==> src/assert_macros.svh <==
// Assertion macros shared by the labeler RTL.
// Depends on nothing; included by files that carry concurrent checks.
`ifndef ASSERT_MACROS_SVH
`define ASSERT_MACROS_SVH

// Same-cycle implication, disabled during reset.
`define GOAL_ASSERT_SAME(lbl, clk, rst, ante, cons) \
  lbl: assert property (@(posedge clk) disable iff (rst) (ante) |-> (cons)) \
    else $error("labeler check failed");

// Next-cycle implication, disabled during reset.
`define GOAL_ASSERT_NEXT(lbl, clk, rst, ante, cons) \
  lbl: assert property (@(posedge clk) disable iff (rst) (ante) |=> (cons)) \
    else $error("labeler check failed");

`endif

==> src/goal_pkg.sv <==
// Shared types and constants for the grid object area labeler.
// No dependencies; imported by every module of the block.
package goal_pkg;

  localparam int DEF_MAX_ROWS = 32;
  localparam int DEF_MAX_COLS = 32;

  localparam int CFG_W     = 6;
  localparam int CFG_IDX_W = 2;
  localparam int NUM_W     = 10;
  localparam int AREA_W    = 11;
  localparam int CHAR_W    = 8;

  localparam logic [CFG_W-1:0]  CFG_ROWS_RESET = 6'd32;
  localparam logic [CFG_W-1:0]  CFG_COLS_RESET = 6'd32;
  localparam logic [CHAR_W-1:0] EMPTY_CHAR     = 8'd48;

  localparam logic [CFG_IDX_W-1:0] REG_ROWS = 2'd0;
  localparam logic [CFG_IDX_W-1:0] REG_COLS = 2'd1;

  localparam logic CMD_LOAD = 1'b0;
  localparam logic CMD_FIND = 1'b1;

  // bit positions in a cell memory entry
  localparam int CELL_OBJ = 1;
  localparam int CELL_VIS = 0;

  // neighbor slots walked per popped cell
  localparam logic [2:0] NB_RIGHT = 3'd0;
  localparam logic [2:0] NB_LEFT  = 3'd1;
  localparam logic [2:0] NB_DOWN  = 3'd2;
  localparam logic [2:0] NB_UP    = 3'd3;
  localparam logic [2:0] NB_LAST  = 3'd4;

  typedef enum logic [2:0] {
    ST_IDLE,
    ST_DIV,
    ST_SCAN_RD,
    ST_SCAN_CHK,
    ST_POP,
    ST_POP_WAIT,
    ST_NBR
  } state_t;

endpackage

==> src/goal_ram.sv <==
// Simple dual-port synchronous RAM, one write and one registered read port.
// Depends on goal_pkg for the default depth.
module goal_ram
  import goal_pkg::*;
#(
  parameter int DEPTH = DEF_MAX_ROWS * DEF_MAX_COLS,
  parameter int WIDTH = 2
) (
  input  logic                     clk,
  input  logic                     we,
  input  logic [$clog2(DEPTH)-1:0] waddr,
  input  logic [WIDTH-1:0]         wdata,
  input  logic                     re,
  input  logic [$clog2(DEPTH)-1:0] raddr,
  output logic [WIDTH-1:0]         rdata
);

  logic [WIDTH-1:0] mem [DEPTH];

  always_ff @(posedge clk) begin
    if (we) begin
      mem[waddr] <= wdata;
    end
  end

  always_ff @(posedge clk) begin
    if (re) begin
      rdata <= mem[raddr];
    end
  end

endmodule

==> config.mk <==
export PLATFORM = sky130hd
export DESIGN_NAME = goal_ram
export DESIGN_NICKNAME = d
export VERILOG_FILES = /design/src/assert_macros.svh /design/src/goal_pkg.sv /design/src/goal_ram.sv
export SDC_FILE = /design/constraint.sdc
export NUM_CORES = 2
export LEC_CHECK = 0
export ABC_AREA = 1
export BUFFER_PORTS_ARGS = -buffer_cell sky130_fd_sc_hd__buf_2
export CAP_MARGIN = 10
export CELL_PAD_IN_SITES_DETAIL_PLACEMENT = 0
export CELL_PAD_IN_SITES_GLOBAL_PLACEMENT = 1
export CORE_ASPECT_RATIO = 0.8
export CORE_UTILIZATION = 31
export CTS_BUF_LIST = sky130_fd_sc_hd__clkbuf_2 sky130_fd_sc_hd__clkbuf_4 sky130_fd_sc_hd__clkbuf_8
export CTS_CLUSTER_SIZE = 30
export DETAILED_ROUTE_END_ITERATION = 12
export PLACE_DENSITY = 0.57
export SKIP_LAST_GASP = 1
export SYNTH_ARGS = -nofsm -noshare
export SYNTH_HDL_FRONTEND = slang
export SYNTH_SLANG_ARGS = --single-unit
==> constraint.sdc <==
create_clock -name clk -period 3.1 [get_ports clk]
set_input_delay 0.155 -clock clk [delete_from_list [all_inputs] [get_ports clk]]
set_output_delay 0.155 -clock clk [all_outputs]
set_load 0.01 [all_outputs]
### Word level (Yosys, flattened, before mapping)

Memory sizes are Yosys's and may differ from the RTL's. A register that Yosys moved wholly into a read port is not among the register bits.
Index checks and enable logic that the tools add are counted.

* muxes and demuxes: 2

Operator list (number)
* $mux 1: 2

* register bits after elaboration: 0
* memory bits (writable): 2048
* input bits: 25
* word-level logic and storage cells: 3
* memories: 1

Memories
* mem: words 1024, bits a word 2, read ports 1, clocked after memory_dff 1, wr ports 1, RTL line goal_ram.sv:18 `logic [WIDTH-1:0] mem [DEPTH];`

### Depth between registers and ports, before layout

* word-level depth: 2
* mapped depth: 17
* mapped depth without buffers: 13

### Worst setup path after synthesis

OpenSTA, ideal clock, no wires.

* path kind: input to register
* start point: input waddr[2]
* end point: memory mem[443][0], enable pin
* arrival: 1.480 ns
* data required time: 2.791 ns
* path slack: 1.311 ns
* stages: 8
* path buffers: 3
* cells stage by stage: buf_2 nor3_1 inv_1 nor2_1 nand2_1 clkbuf_1 buf_1 nor2_1

RTL lines
* start: declaration: RTL line goal_ram.sv:11 `input logic [$clog2(DEPTH)-1:0] waddr,`
* end: declaration: RTL line goal_ram.sv:18

Straight into the memory's write port.

### Final worst setup path

* start point: input waddr[4]
* end point: memory mem[213][1], enable pin

Straight into the memory's write port.

==> metrics <==
TritonCTS buffer count=roughly 340; post-cts sizing count=0; worst-case clock buffer depth=4; category of the worst setup path capture point=register; synthesis warning total=0; Final Net Count=~8.1k; average wire per standard cell=24.9 µm; Setup crit start=waddr[4]; DIE HEIGHT=~480 µm; most used standard cell by instance count after synthesis=sky130_fd_sc_hd__nand2_1; Hold Path Cell Cnt=5; first-pass GRT wire length=~420000 µm; HPWL Detailed=around 160000 µm; CTS clk-pin slew, worst paths=0.06 ns; flops & latches, synth=2050; met3 layer wire length in the routed design=22700 µm; overall die width=just under 600 µm; TritonCTS clock tree=built; insertion delay of the later-clocked pin in the worst-skew pair=between 0.9 and 1 ns; number of buffers added on ports=26; post-synth top area share=70.8%; tightest slew margin relative to the limit=26.6%; clock net sink count=around 2.1k; placed cell count=between 10k and 15k; M1 WL=approximately 130000 µm; uppermost layer routed=met5; static leakage power=about 0.034 µW; final worst slack=around 0.11 ns; average size of a mapped cell=roughly 11 µm²; Pre-antenna DRT Iters=6; ranking of synthesized cells by instance count=sky130_fd_sc_hd__nand2_1 (2119), sky130_fd_sc_hd__edfxtp_1 (2050), sky130_fd_sc_hd__nand3_1 (2049); Worst setup SP type=input pin; final design instance area without fill=99300 µm²; ranking of synthesized cells by area=sky130_fd_sc_hd__edfxtp_1 (71%), sky130_fd_sc_hd__nand3_1 (12%), sky130_fd_sc_hd__nand2_1 (9.1%), sky130_fd_sc_hd__nor2_1 (4.5%), sky130_fd_sc_hd__buf_2 (1.5%); Post-synth EDFFs=just over 2k; Area growth syn-to-layout=14.2%; cells after synthesis=about 8k; number of ports placed on the die boundary=27; layout cell share with drive strength beyond 1=a little over a tenth; met2 wire len=~130000 µm; upper clock frequency limit=334 MHz; clock tree skew after final layout=around 0.063 ns; detail-routed via count per cell=5.14; status=finished clean; number of antenna violations at the first check in global routing=28; global placement routability congestion=around 0.79; Setup WS pre-CTS=about 0.16 ns; number of cells traversed by the worst register-to-register path=13; setup repair after global routing missed its margin=no; sum of negative setup slack=0 ns; buffer cell driving the clock tree root=sky130_fd_sc_hd__clkbuf_8; number of H-tree levels=5; remaining antenna violation count after routing=0; most used flip-flop cell after synthesis=sky130_fd_sc_hd__edfxtp_1; placeable core area=approximately 280000 µm²; number of max-capacitance violations reported=0; power density cells=around 580 nW/µm²; share of flip-flops with an asynchronous set or reset after synthesis=0%; launch instance of the worst register-to-register path=mem[1016][1]; Iter 0 DRT Violations=6662; Post-Place Cell Area=92900 µm²; count of endpoints failing hold in the final timing report=0; Critical Path AT=3.62 ns; number of slew-limit violations in the final report=0; area enclosed by the die boundary=283000 µm²; origin of the worst min-delay path=waddr[5]; class of the most critical setup path=input pin to register; minimum clock period=2.99 ns; starting utilization of the core area=~31%; number of unique standard cell types used by synthesis=16; Setup Viol. Count Final=0; sequential share of the synthesized area=between 70% and 80%; post-detailed-route DRC marker count=0; largest area contributor in the synthesized netlist=sky130_fd_sc_hd__edfxtp_1; all-layer global routing usage=20.6%; total length of routed wires=roughly 300000 µm; required time of the critical path=about 3.7 ns; Layout Cells excl Fill=12.0k; cell area after technology mapping=just under 90000 µm²; remaining global-route overflow=0; class of the worst hold path=input pin to register; largest driver fanout on the critical path=9; Setup Fix Bufs, Post-CTS=0; total design power=around 57000 µW; slew at the pin closest to its max-slew limit=between 1 and 1.5 ns; total via count after detailed routing=slightly above 60k; Max IR drop VDD=415 µV; pin count of the biggest net entering global routing=125; vias in the first global route=60.0k; final cycle utilization of the critical path=a little over nine tenths; Row Count=between 150 and 200; syn_nets=approximately 8.0k
[metrics by stage]
step | utilization [%] | hold slack [ns]
after detailed placement | 33.4 | 0.515
after floorplan | - | 0.254
after CTS | 35.7 | 0.0227
after global routing | 35.7 | 0.0719
after global placement | 33.4 | 0.527
final | 35.7 | 0.101
[state kept, by name, indices dropped and copies added (netlist names)]
name and count:
mem 2048, rdata 2
[cells by family (layout without fill, tap and decap cells)]
logic type | after synthesis | count (layout) | share of synthesized area, %
simple gates | 5236 | 5236 | 25.6
flops | 2050 | 2050 | 70.8
buf+inv | 690 | 996 | 3.63
other cells | 0 | 5 | 0
[layer usage]
layer | GRT usage (%) | vias to the layer above
met2 | 32.0 | 2305
met3 | 3.84 | 481
met4 | 6.76 | 2
li1 | - | 28000
met1 | 29.0 | 30800
met5 | 0 | -
[worst paths after layout]
path | endpoint | slack (ns)
worst min register to register | rdata[0] | 1.24
worst max-delay path | mem[213][1] | 0.11
worst max register to register | rdata[1] | 0.34
worst min-delay path | mem[533][0] | 0.10
[final cells by class]
cell class	count	area [µm²]
inverters	45	208
multi-input cells	5236	22500
clock inverters	114	582
well taps	3675	4600
flip-flops and latches	2050	61600
clock buffers	462	5650
repair buffers	375	4250
diodes	5	12.5
fillers	27800	179000
[placed cells by master (no fill, tap or decap), drive strengths merged]
cell	instances
clkbuf	462
nand4	5
buf	356
dlygate4sd3	19
diode	5
bufinv	3
clkinv	102
edfxtp	2050
nor2	1039
inv	48
nand3	2049
nand2	2119
nor3	24
clkinvlp	6
[critical path, cell delays in order]
cell	delay [ns]
sky130_fd_sc_hd__dlygate4sd3_1	0.54
sky130_fd_sc_hd__buf_2	0.13
sky130_fd_sc_hd__inv_1	0.06
sky130_fd_sc_hd__nor2_1	0.16
sky130_fd_sc_hd__dlygate4sd3_1	0.63
sky130_fd_sc_hd__nand2_1	0.10
sky130_fd_sc_hd__dlygate4sd3_1	0.63
sky130_fd_sc_hd__nor2_1	0.23
sky130_fd_sc_hd__nand2_4	0.27
sky130_fd_sc_hd__buf_4	0.43
sky130_fd_sc_hd__nor2_1	0.22
[what timing repair did]
| action | in CTS | in global routing |
|---|---|---|
| setup endpoints to repair | 0 | 0 |
| hold endpoints to repair | 616 | 0 |
| hold buffers | 19 | 0 |
[power by group]
part	internal [µW]	switching, µW
registers	30500	13.2
clock network	12000	11100
logic	1050	2860
(Power assumes the default switching activity.)
