## config.mk

```make
export PLATFORM = sky130hd
export DESIGN_NAME = goal_mod_unit
export DESIGN_NICKNAME = d
export VERILOG_FILES = /design/src/assert_macros.svh /design/src/goal_pkg.sv /design/src/goal_mod_unit.sv
export SDC_FILE = /design/constraint.sdc
export NUM_CORES = 1
export LEC_CHECK = 0
export BUFFER_PORTS_ARGS = -buffer_cell sky130_fd_sc_hd__buf_4
export CAP_MARGIN = 0
export CORE_ASPECT_RATIO = 1.5
export CORE_MARGIN = 2
export CORE_UTILIZATION = 53
export CTS_BUF_LIST = sky130_fd_sc_hd__clkbuf_4 sky130_fd_sc_hd__clkbuf_8 sky130_fd_sc_hd__clkbuf_16
export CTS_CLUSTER_SIZE = 14
export DETAILED_ROUTE_END_ITERATION = 8
export HOLD_SLACK_MARGIN = 0.03
export MAX_ROUTING_LAYER = met4
export PLACE_DENSITY_LB_ADDON = 0.25
export SYNTH_ARGS = -nofsm -noshare
export SYNTH_HDL_FRONTEND = slang
export SYNTH_SLANG_ARGS = --single-unit
```

## constraint.sdc

```tcl
create_clock -name clk -period 2.43 [get_ports clk]
set_input_delay 0.1215 -clock clk [delete_from_list [all_inputs] [get_ports clk]]
set_output_delay 0.1215 -clock clk [all_outputs]
set_load 0.1 [all_outputs]
```

## src/assert_macros.svh

```systemverilog
// Assertion macros shared by the labeler RTL.
// Depends on nothing; included by files that carry concurrent checks.
`ifndef ASSERT_MACROS_SVH
`define ASSERT_MACROS_SVH

// Same-cycle implication, disabled during reset.
`define GOAL_ASSERT_SAME(lbl, clk, rst, ante, cons) \
  lbl: assert property (@(posedge clk) disable iff (rst) (ante) |-> (cons)) \
    else $error("labeler check failed");

// Next-cycle implication, disabled during reset.
`define GOAL_ASSERT_NEXT(lbl, clk, rst, ante, cons) \
  lbl: assert property (@(posedge clk) disable iff (rst) (ante) |=> (cons)) \
    else $error("labeler check failed");

`endif

```

## src/goal_pkg.sv

```systemverilog
// Shared types and constants for the grid object area labeler.
// No dependencies; imported by every module of the block.
package goal_pkg;

  localparam int DEF_MAX_ROWS = 32;
  localparam int DEF_MAX_COLS = 32;

  localparam int CFG_W     = 6;
  localparam int CFG_IDX_W = 2;
  localparam int NUM_W     = 10;
  localparam int AREA_W    = 11;
  localparam int CHAR_W    = 8;

  localparam logic [CFG_W-1:0]  CFG_ROWS_RESET = 6'd32;
  localparam logic [CFG_W-1:0]  CFG_COLS_RESET = 6'd32;
  localparam logic [CHAR_W-1:0] EMPTY_CHAR     = 8'd48;

  localparam logic [CFG_IDX_W-1:0] REG_ROWS = 2'd0;
  localparam logic [CFG_IDX_W-1:0] REG_COLS = 2'd1;

  localparam logic CMD_LOAD = 1'b0;
  localparam logic CMD_FIND = 1'b1;

  // bit positions in a cell memory entry
  localparam int CELL_OBJ = 1;
  localparam int CELL_VIS = 0;

  // neighbor slots walked per popped cell
  localparam logic [2:0] NB_RIGHT = 3'd0;
  localparam logic [2:0] NB_LEFT  = 3'd1;
  localparam logic [2:0] NB_DOWN  = 3'd2;
  localparam logic [2:0] NB_UP    = 3'd3;
  localparam logic [2:0] NB_LAST  = 3'd4;

  typedef enum logic [2:0] {
    ST_IDLE,
    ST_DIV,
    ST_SCAN_RD,
    ST_SCAN_CHK,
    ST_POP,
    ST_POP_WAIT,
    ST_NBR
  } state_t;

endpackage

```

## src/goal_mod_unit.sv

```systemverilog
// Bit-serial remainder unit: dividend modulo divisor, one bit per cycle.
// Depends on goal_pkg; used by the top level to find the scan column.
module goal_mod_unit
  import goal_pkg::*;
#(
  parameter int DW = 11,
  parameter int VW = 6
) (
  input  logic          clk,
  input  logic          rst,
  input  logic          start,
  input  logic [DW-1:0] dividend,
  input  logic [VW-1:0] divisor,
  output logic          done,
  output logic [VW-1:0] rem
);

  localparam int CNT_W = $clog2(DW + 1);

  logic             run;
  logic [CNT_W-1:0] cnt;
  logic [DW-1:0]    dq;
  logic [VW:0]      shifted;

  assign shifted = {rem, dq[DW-1]};

  always_ff @(posedge clk) begin
    if (rst) begin
      run  <= 1'b0;
      cnt  <= '0;
      done <= 1'b0;
    end else begin
      done <= 1'b0;
      if (start) begin
        run <= 1'b1;
        cnt <= '0;
        dq  <= dividend;
        rem <= '0;
      end else if (run) begin
        dq  <= dq << 1;
        cnt <= cnt + CNT_W'(1);
        // remainder stays below the divisor, so VW bits hold it
        if (shifted >= {1'b0, divisor}) begin
          rem <= VW'(shifted - {1'b0, divisor});
        end else begin
          rem <= shifted[VW-1:0];
        end
        if (cnt == CNT_W'(DW - 1)) begin
          run  <= 1'b0;
          done <= 1'b1;
        end
      end
    end
  end

endmodule

```

After elaboration in Yosys (flattened, before gate mapping)
Cells that the tools add are included.
{ "classes": {"add_sub_neg": 2, "magnitude_cmp": 1, "n_eq_ne": 1, "mux": 8, "bitwise": 2, "n_reduce_logical": 4} }
{ "ops": {"columns": ["op", "count"], "rows": [
  ["$mux W11", 2],
  ["$mux W6", 2],
  ["$ge A7 B6 Y1", 1],
  ["$sub A6 B6 Y6", 1],
  ["$add A4 B1 Y4 const B", 1],
  ["$eq A4 B4 Y1 const B", 1],
  ["$mux W1", 4],
  ["$reduce_or A3 Y1", 1],
  ["$not A1 Y1", 2],
  ["$reduce_and A2 Y1", 1],
  ["$reduce_bool A2 Y1", 1],
  ["$reduce_or A2 Y1", 1]
]} }
{ "word_totals": {"reg_bits": 23, "inputBits": 20, "out_inout_bits": 7} }

Depth between registers and ports, before layout
Gate-level depths: netlist of run 1.
{ "logic_depth": {"ltp_word": 4, "mapped_depth": 8, "depth_no_buf": 8} }

Worst setup path after synthesis of run 1
No wires, ideal clock.
{ "synth_path": {"path_kind": "register -> register", "start": "register rem[0]", "end": "register rem[5], data pin", "setup_ns": 0.170, "arrival_time_ns": 2.271, "required_time_ns": 2.260, "path_slack_ns": -0.011, "stages_incl_launch_ff": 7, "n_path_buf": 0, "period_less_slack_ns": 2.441, "cell_sequence": "edfxtp_1 ha_1 nor2b_1 o31a_1 o21a_1 o21a_1 o32ai_2"} }
{ "synth_between": {"elab_chain_len": 3, "word_cells_on_any_way": 4} }
{ "synth_rtl": {"columns": ["item", "line", "source"], "rows": [
  ["start: declaration", "goal_mod_unit.sv:15", "output logic [VW-1:0] rem"],
  ["start signal: assignment", "goal_mod_unit.sv:44", "rem <= VW'(shifted - {1'b0, divisor});"],
  ["start signal: assignment", "goal_mod_unit.sv:46", "rem <= shifted[VW-1:0];"],
  ["$sub A6 B6 Y6 or $ge A7 B6 Y1 (tied branches)", "goal_mod_unit.sv:44, goal_mod_unit.sv:43", null],
  ["$mux W6 (*)", "goal_mod_unit.sv:43", "if (shifted >= {1'b0, divisor}) begin"],
  ["$mux W6 (*)", "goal_mod_unit.sv:39", "end else if (run) begin"]
]} }
Every way passes the cells marked *; elsewhere a longest branch is shown, timed or not. The select of a mux whose other input is x is not followed.
A chain may end at the register's enable or synchronous reset.

Final worst setup path of run 1
{ "layout_path": {"start": "register rem[3]", "end": "register rem[4], data pin"} }
The elaborated chain is that of the path after synthesis.

==> impl_metrics.ini, run 1 <==
[run_status]
status = completed

[logic_synthesis]
synthCells = 107
synth_cell_types = 31
ys_ff_latch = 23
synth_area_leaders = edfxtp_1, dfxtp_1, ha_1, mux2_2, inv_1
yosysWarnings = 0
syn_area_um2 = 1260
synth_top_cell_area_share = 0.405
synth_area_leader_cell = edfxtp_1
syn_nets = 137
syn_avg_cell_area_um2 = 11.8
ys_seq_area_frac = 0.500

[drt]
drc_errors = 0
dr.pass1.iters = 2
drtAntennaViolNets = 0
drt-total-wl_um = 2270
wl_per_cell_um = 14.3
via_per_inst = 5.73
vias = 911
drt_iter0_drc = 9

[placement]
dp_hpwl_um = 1800
gp_congestion = 0.769
io_buffers = 26

[final_layout]
post-route-util = 0.681
n_antenna_cell = 0
areaGrowthSynthToFinish_pct = 20.5
final_common_cell = buf_4
most-common-layout-cells = buf_4, edfxtp_1, mux2_2
drive_gt1_frac = 0.324
num-nets-final = 167

[timing]
setup_viol = 0
fmax_mhz = 505
hold_viol = 0
worst_pin_slew_ns = 0.310
rsz0062_at_grt = no
fin_skew_ns = 0.00864
max_slew_margin = 0.788
post-route-min-period_ns = 1.98
slew_viol_final = 0
min_period_over_period = 0.815

[clocking]
cts.path.max_buffers = 2
cts_buffers = 3
cts_resized = 0
tritoncts = done
cts_sinks = 23
root_buffer = clkbuf_4
clock_latency_ns = 0.30
htreeDepth = 1
clk_pin_slew_ns = 0.12

[floorplanning]
core_um2 = 2230
die_width_um = 43.8
dieArea_um2 = 2790
die_h_um = 63.7
ios = 27
start_util = 0.565
num_rows = 21

[setup_path]
crit_required_ns = 2.48
critPathBufInv = 0
cp_max_fo = 9
critPathLaunchType = flip-flop
critical_path.max_stage_delay_ns = 0.45
criticalPathCategory = reg2reg
arrival_ns = 2.03
crit_path_end_kind = flip-flop
cp_top_family = compound AO/OA/AOI/OAI gates
critical_path.cell_chain = ha_1, a21o_1, a211oi_2, o21ai_4, nand2_1, o22ai_1
cpMaxStageDelayCell = edfxtp_1

[power_and_ir_drop]
p_leak_uw = 0.000645
power_uw = 921
ir_drop_mv = 0.464
p_per_area_nw_per_um2 = 606

[grt]
track_usage = 0.201
grt_max_degree = 24
grt_pass1_wl_um = 4130
gr-total-overflow = 0
first_global_vias = 966
antenna_found_initial = 0

[run]
maxCapViolCount = 0

[min_path]
hold_path_class = in2reg
==> state kept, by name, summed over array words and instances, names as in the netlist <==
signal  flops
dq         11
done        1
cnt         4
run         1
rem         6
==> cells in the mapped netlist, drive strengths merged <==
master / count
edfxtp: 17
mux2: 10
ha: 9
inv: 9
nor2: 9
dfxtp: 6
nand2: 6
nor3: 5
a211oi: 3
o21a: 3
o21ai: 3
xnor2: 3
a21o: 2
clkbuf: 2
mux2i: 2
nand2b: 2
nor2b: 2
o31a: 2
xor2: 2
a2111oi: 1
a21oi: 1
a31oi: 1
and2: 1
buf: 1
fa: 1
nand3: 1
nand4: 1
o22ai: 1
o32ai: 1
==> timing repair <==
item | CTS | global route
hold endpoints to repair | 3 | 0
setup buffers | 0 | 0
hold buffers | 1 | 0
==> worst paths after layout <==
kind	startpoint	to	slack, ns	cells past startpoint
max	rem[3]	rem[4]	0.45	6
min	dividend[8]	dq[8]	0.11	2
max reg2reg	rem[3]	rem[4]	0.45	6
min reg2reg	cnt[3]	done	0.50	2
==> layout make-up <==
cell class	instances	area, um2
flip-flops and latches	23	631
repair buffers	28	213
fillers	175	713
inverters	9	33.8
well taps	23	28.8
clock buffers	4	30.0
multi-input cells	72	584
==> power by group <==
part           switching, uW  total [uW]  internal (uW)  leakage [uW]
Combinational            162         268            105      0.000414
Sequential              16.4         471            454      0.000213
Clock                    107         182           75.1     0.0000184
Total                    286         921            635      0.000645
==> logic make-up after synthesis <==
group / count (synthesis) / share of synthesized area
and+or+nand+nor: 27 / 0.0982
buffers and inverters: 12 / 0.0367
DFF: 23 / 0.500
muxes: 12 / 0.105
AOI/OAI and AO/OA: 18 / 0.120
xor gates and xnor gates: 5 / 0.0347
adders and majority gates: 10 / 0.105
==> metrics by stage <==
step,instance area (um2),instances,hold WS [ns],setup TNS (ns),worst slack (ns)
final,1520,159,0.109,0,0.449
after global routing,1520,159,0.100,0,0.351
after CTS,1520,159,0.105,0,0.445
after detailed placement,1480,154,0.347,0,0.467
after global placement,1480,154,0.336,0,0.483
after floorplan,1260,107,0.198,-0.000433,-0.000433
==> metal layers <==
layer / GRT usage / part of all wire / up-vias
li1: - / - / 447
met1: 0.225 / 0.37 / 435
met2: 0.344 / 0.56 / 21
met3: 0.0282 / 0.040 / 8
met4: 0.0871 / 0.029 / 0
met5: - / 0 / -
(Power assumes the default switching activity.)
==> run 2: changes to the inputs <==
==> constraint.sdc (replaced) <==
create_clock -name clk -period 2.1 [get_ports clk]
set_input_delay 0.105 -clock clk [delete_from_list [all_inputs] [get_ports clk]]
set_output_delay 0.105 -clock clk [all_outputs]
set_load 0.1 [all_outputs]
==> impl_metrics.ini, run 2 (synthesized netlist as in run 1, its figures left out) <==
[grt]
track_usage = 0.187
grt_max_degree = 24
antenna_found_initial = 0
gr-total-overflow = 0
first_global_vias = 927
grt_pass1_wl_um = 3840

[power_and_ir_drop]
power_uw = 1070
ir_drop_mv = 0.409
p_per_area_nw_per_um2 = 698
p_leak_uw = 0.000650

[clocking]
cts_resized = 0
root_buffer = clkbuf_4
cts.path.max_buffers = 2
clk_pin_slew_ns = 0.12
htreeDepth = 1
cts_buffers = 3
tritoncts = done
cts_sinks = 23
clock_latency_ns = 0.31

[floorplanning]
die_width_um = 43.8
dieArea_um2 = 2790
ios = 27
core_um2 = 2230
die_h_um = 63.7
num_rows = 21
start_util = 0.565

[setup_path]
critical_path.cell_chain = ha_1, nor2b_1, o31a_1, o21a_1, nor3_1, o32ai_2
worst-r2r-setup-slack_ns = 0.15
crit_path_end_kind = flip-flop
critPathLaunchType = flip-flop
critPathBufInv = 0
cp_max_fo = 4
r2r_end = rem[5]
worstReg2RegStart = rem[0]
criticalPathCategory = reg2reg
crit_required_ns = 2.17
critical_path.max_stage_delay_ns = 0.46
endpoint = rem[5]
arrival_ns = 2.02
cp.depth = 6
critPathLaunch = rem[0]
cp_top_family = compound AO/OA/AOI/OAI gates
cpMaxStageDelayCell = edfxtp_1
r2r_cells = 6

[timing]
post-route-min-period_ns = 1.95
hold_slack_ns = 0.0720
worst_pin_slew_ns = 0.328
fmax_mhz = 512
fin_tns_setup_ns = 0
min_period_over_period = 0.930
rsz0062_at_grt = no
max_slew_margin = 0.776
slew_viol_final = 0
setup_viol = 0
fin_skew_ns = 0.00232
hold_viol = 0

[final_layout]
n_antenna_cell = 0
num-nets-final = 168
drive_gt1_frac = 0.328
final_common_cell = buf_4
design_area_um2 = 1530
reg.largest.list = dq: 11 flops, rem: 6 flops, cnt: 4 flops
largest_reg_flops = 11
fillers = 183
most-common-layout-cells = buf_4, edfxtp_1, mux2_2
areaGrowthSynthToFinish_pct = 21.1
regMostFlops = dq
post-route-util = 0.684

[drt]
drt-total-wl_um = 2190
via_per_inst = 5.51
drtAntennaViolNets = 0
dr.pass1.iters = 4
drc_errors = 0
vias = 881
wl_per_cell_um = 13.7
drt_iter0_drc = 16

[placement]
dp_hpwl_um = 1720
io_buffers = 26
dpl_cell_area_um2 = 1490
gp_congestion = 0.746

[min_path]
holdPathStages = 2
hold_path_class = in2reg

[run_status]
status = completed

[run]
maxCapViolCount = 0
[run 2: cell count changes in the layout (fill, tap and decap cells not counted), sizes merged]
cell,before,now
buf,27,28
[run 2: per-layer routing]
metal	vias to the layer above	wire, um	GRT usage
met4	0	38	0.0795
met1	413	851	0.202
met3	4	74	0.0254
met5	-	0	-
met2	19	1230	0.331
li1	445	-	-
[run 2: worst min path at each step]
stage | slack [ns] | startpoint | to
global placement | 0.32 | rst | cnt[0]
CTS | 0.07 | dividend[0] | dq[0]
global route | 0.07 | dividend[0] | dq[0]
finish | 0.07 | dividend[0] | dq[0]
detailed placement | 0.33 | rst | cnt[0]
floorplan | 0.18 | rst | cnt[0]
[run 2: timing repair]
| action | 4_1_cts | 5_1_grt |
|---|---|---|
| setup buffers | 0 | 0 |
| endpoints found under the hold margin | 4 | 0 |
| hold buffers | 1 | 0 |
[run 2: where the power goes]
group          internal, uW  switching (uW)
sequential              526            17.8
combinational           124             186
clock                  87.2             125
total                   737             329
[run 2: layout make-up]
class | count | area [um2] | area share
clock buffer | 4 | 30.0 | 0.0197
inverter | 9 | 33.8 | 0.0221
multi-input combinational | 72 | 584 | 0.382
sequential | 23 | 631 | 0.413
tap | 23 | 28.8 | 0.0188
timing repair buffer | 29 | 220 | 0.144
[run 2: metrics by stage]
step,setup WS [ns],instances
finish,0.147,160
global route,0.0529,160
CTS,0.130,160
detailed placement,0.155,155
global placement,0.162,155
floorplan,-0.330,107
==> run 3: changes to the inputs <==
--- a/config.mk
+++ b/config.mk
@@ -5,7 +5,7 @@
 export SDC_FILE = /design/constraint.sdc
 export NUM_CORES = 1
 export LEC_CHECK = 0
-export BUFFER_PORTS_ARGS = -buffer_cell sky130_fd_sc_hd__buf_4
+export BUFFER_PORTS_ARGS = -buffer_cell sky130_fd_sc_hd__buf_2
 export CAP_MARGIN = 0
 export CORE_ASPECT_RATIO = 1.5
 export CORE_MARGIN = 2
==> impl_metrics.ini, run 3 (synthesized netlist as in run 1, its figures left out) <==
[run_status]
status = completed

[drt]
dr.pass1.iters = 4
wl_per_cell_um = 13.7
drtAntennaViolNets = 0
via_per_inst = 5.55
drt-total-wl_um = 2180
drc_errors = 0
vias = 882
drt_iter0_drc = 11

[timing]
hold_slack_ns = 0.0478
rsz0062_at_grt = no
setup_slack_ns = 0.151
max_slew_margin = 0.675
setup_viol = 0
post-route-min-period_ns = 1.95
fmax_mhz = 513
hold_viol = 0
fin_skew_ns = 0.00534
slew_viol_final = 0
min_period_over_period = 0.928
worst_pin_slew_ns = 0.490

[power_and_ir_drop]
clock_power_share = 0.200
internal_power_uw = 719
p_leak_uw = 0.000625
swShare = 0.312
ir_drop_mv = 0.488
seq_power_share = 0.519
p_comb_frac = 0.281
power_switching_uw = 326
p_per_area_nw_per_um2 = 720

[setup_path]
cpMaxStageDelayCell = edfxtp_1
worst-r2r-setup-slack_ns = 0.15
cp.depth = 6
cp_max_fo = 4
critical_path.max_stage_delay_ns = 0.45
arrival_ns = 2.09
crit_top_cell = o21a_1
crit_required_ns = 2.24
criticalPathCategory = reg2reg
r2r_cells = 6
cp_top_family = compound AO/OA/AOI/OAI gates
r2r_end = rem[5]
critical_path.cell_chain = ha_1, nor2b_1, o31a_1, o21a_1, o21a_1, o32ai_2
worstReg2RegStart = rem[0]
critPathBufInv = 0
crit_path_end_kind = flip-flop
critPathLaunchType = flip-flop

[grt]
track_usage = 0.179
gr-total-overflow = 0
grt_pass1_wl_um = 3780
first_global_vias = 914
antenna_found_initial = 0
grt_max_degree = 24

[floorplanning]
dieArea_um2 = 2790
die_h_um = 63.7
core_um2 = 2230
start_util = 0.565
num_rows = 21
die_width_um = 43.8
ios = 27

[clocking]
cts_setup_buffers = 0
root_buffer = clkbuf_4
cts.path.max_buffers = 2
cts_sinks = 23
clock_latency_ns = 0.30
clk_pin_slew_ns = 0.12
hold_buffers = 0
cts_buffers = 3
tritoncts = done
htreeDepth = 1
cts_resized = 0

[final_layout]
regArea_um2 = 631
final_common_cell = buf_2
most-common-layout-cells = buf_2, edfxtp_1, mux2_2
num-nets-final = 167
largest_reg_flops = 11
design_area_um2 = 1450
final_cells = 159
n_antenna_cell = 0
areaGrowthSynthToFinish_pct = 15.2
post-route-util = 0.650
fillers = 177
multi_input_area_um2 = 584
reg.largest.list = dq: 11 flops, rem: 6 flops, cnt: 4 flops
drive_gt1_frac = 0.331
regMostFlops = dq

[min_path]
hold_path_class = in2reg
holdPathStages = 2
min_to = cnt[0]
min_from = rst

[placement]
gp_congestion = 0.769
dp_hpwl_um = 1690
placed_cells = 155
dpl_cell_area_um2 = 1420
place_ws_ns = 0.143
io_buffers = 26

[run]
maxCapViolCount = 0
[run 3: cell count changes in the layout (fill, tap and decap cells not counted), sizes merged]
cell | before | now
dlygate4sd3 | 1 | 0
[run 3: power by group through the flow]
stage / sequential (uW) / clock [uW] / combinational (uW)
after floorplan: 627 / 0 / 155
after global placement: 552 / 0 / 288
after detailed placement: 553 / 0 / 296
after CTS: 543 / 215 / 297
after global routing: 547 / 230 / 320
final: 543 / 209 / 293
[run 3: layout make-up]
| type | instances | area share |
|---|---|---|
| sequential | 23 | 0.434 |
| inverter | 9 | 0.0233 |
| multi-input combinational | 72 | 0.402 |
| timing repair buffer | 28 | 0.0999 |
| tap | 23 | 0.0198 |
| clock buffer | 4 | 0.0207 |
[run 3: per-layer routing]
metal,track usage,wire length (um),up-vias
met5,-,0,-
met4,0.0455,14,0
met1,0.199,865,420
met3,0.0254,57,2
li1,-,-,443
met2,0.325,1240,17
[run 3: how the worst max path moves through the flow]
| stage | startpoint | end | slack (ns) |
|---|---|---|---|
| 4_1_cts | rem[0] | rem[5] | 0.14 |
| 6_report | rem[0] | rem[5] | 0.15 |
| 5_1_grt | rem[0] | rem[5] | 0.06 |
| 3_3_place_gp | rem[0] | rem[5] | 0.16 |
| 3_5_place_dp | rem[0] | rem[5] | 0.14 |
| 2_1_floorplan | rem[0] | rem[5] | -0.33 |
[run 3: stage by stage]
| stage | power, uW | TNS (ns) |
|---|---|---|
| floorplan | 781 | -1.83 |
| global placement | 840 | 0 |
| detailed placement | 849 | 0 |
| CTS | 1060 | 0 |
| global route | 1100 | 0 |
| finish | 1050 | 0 |
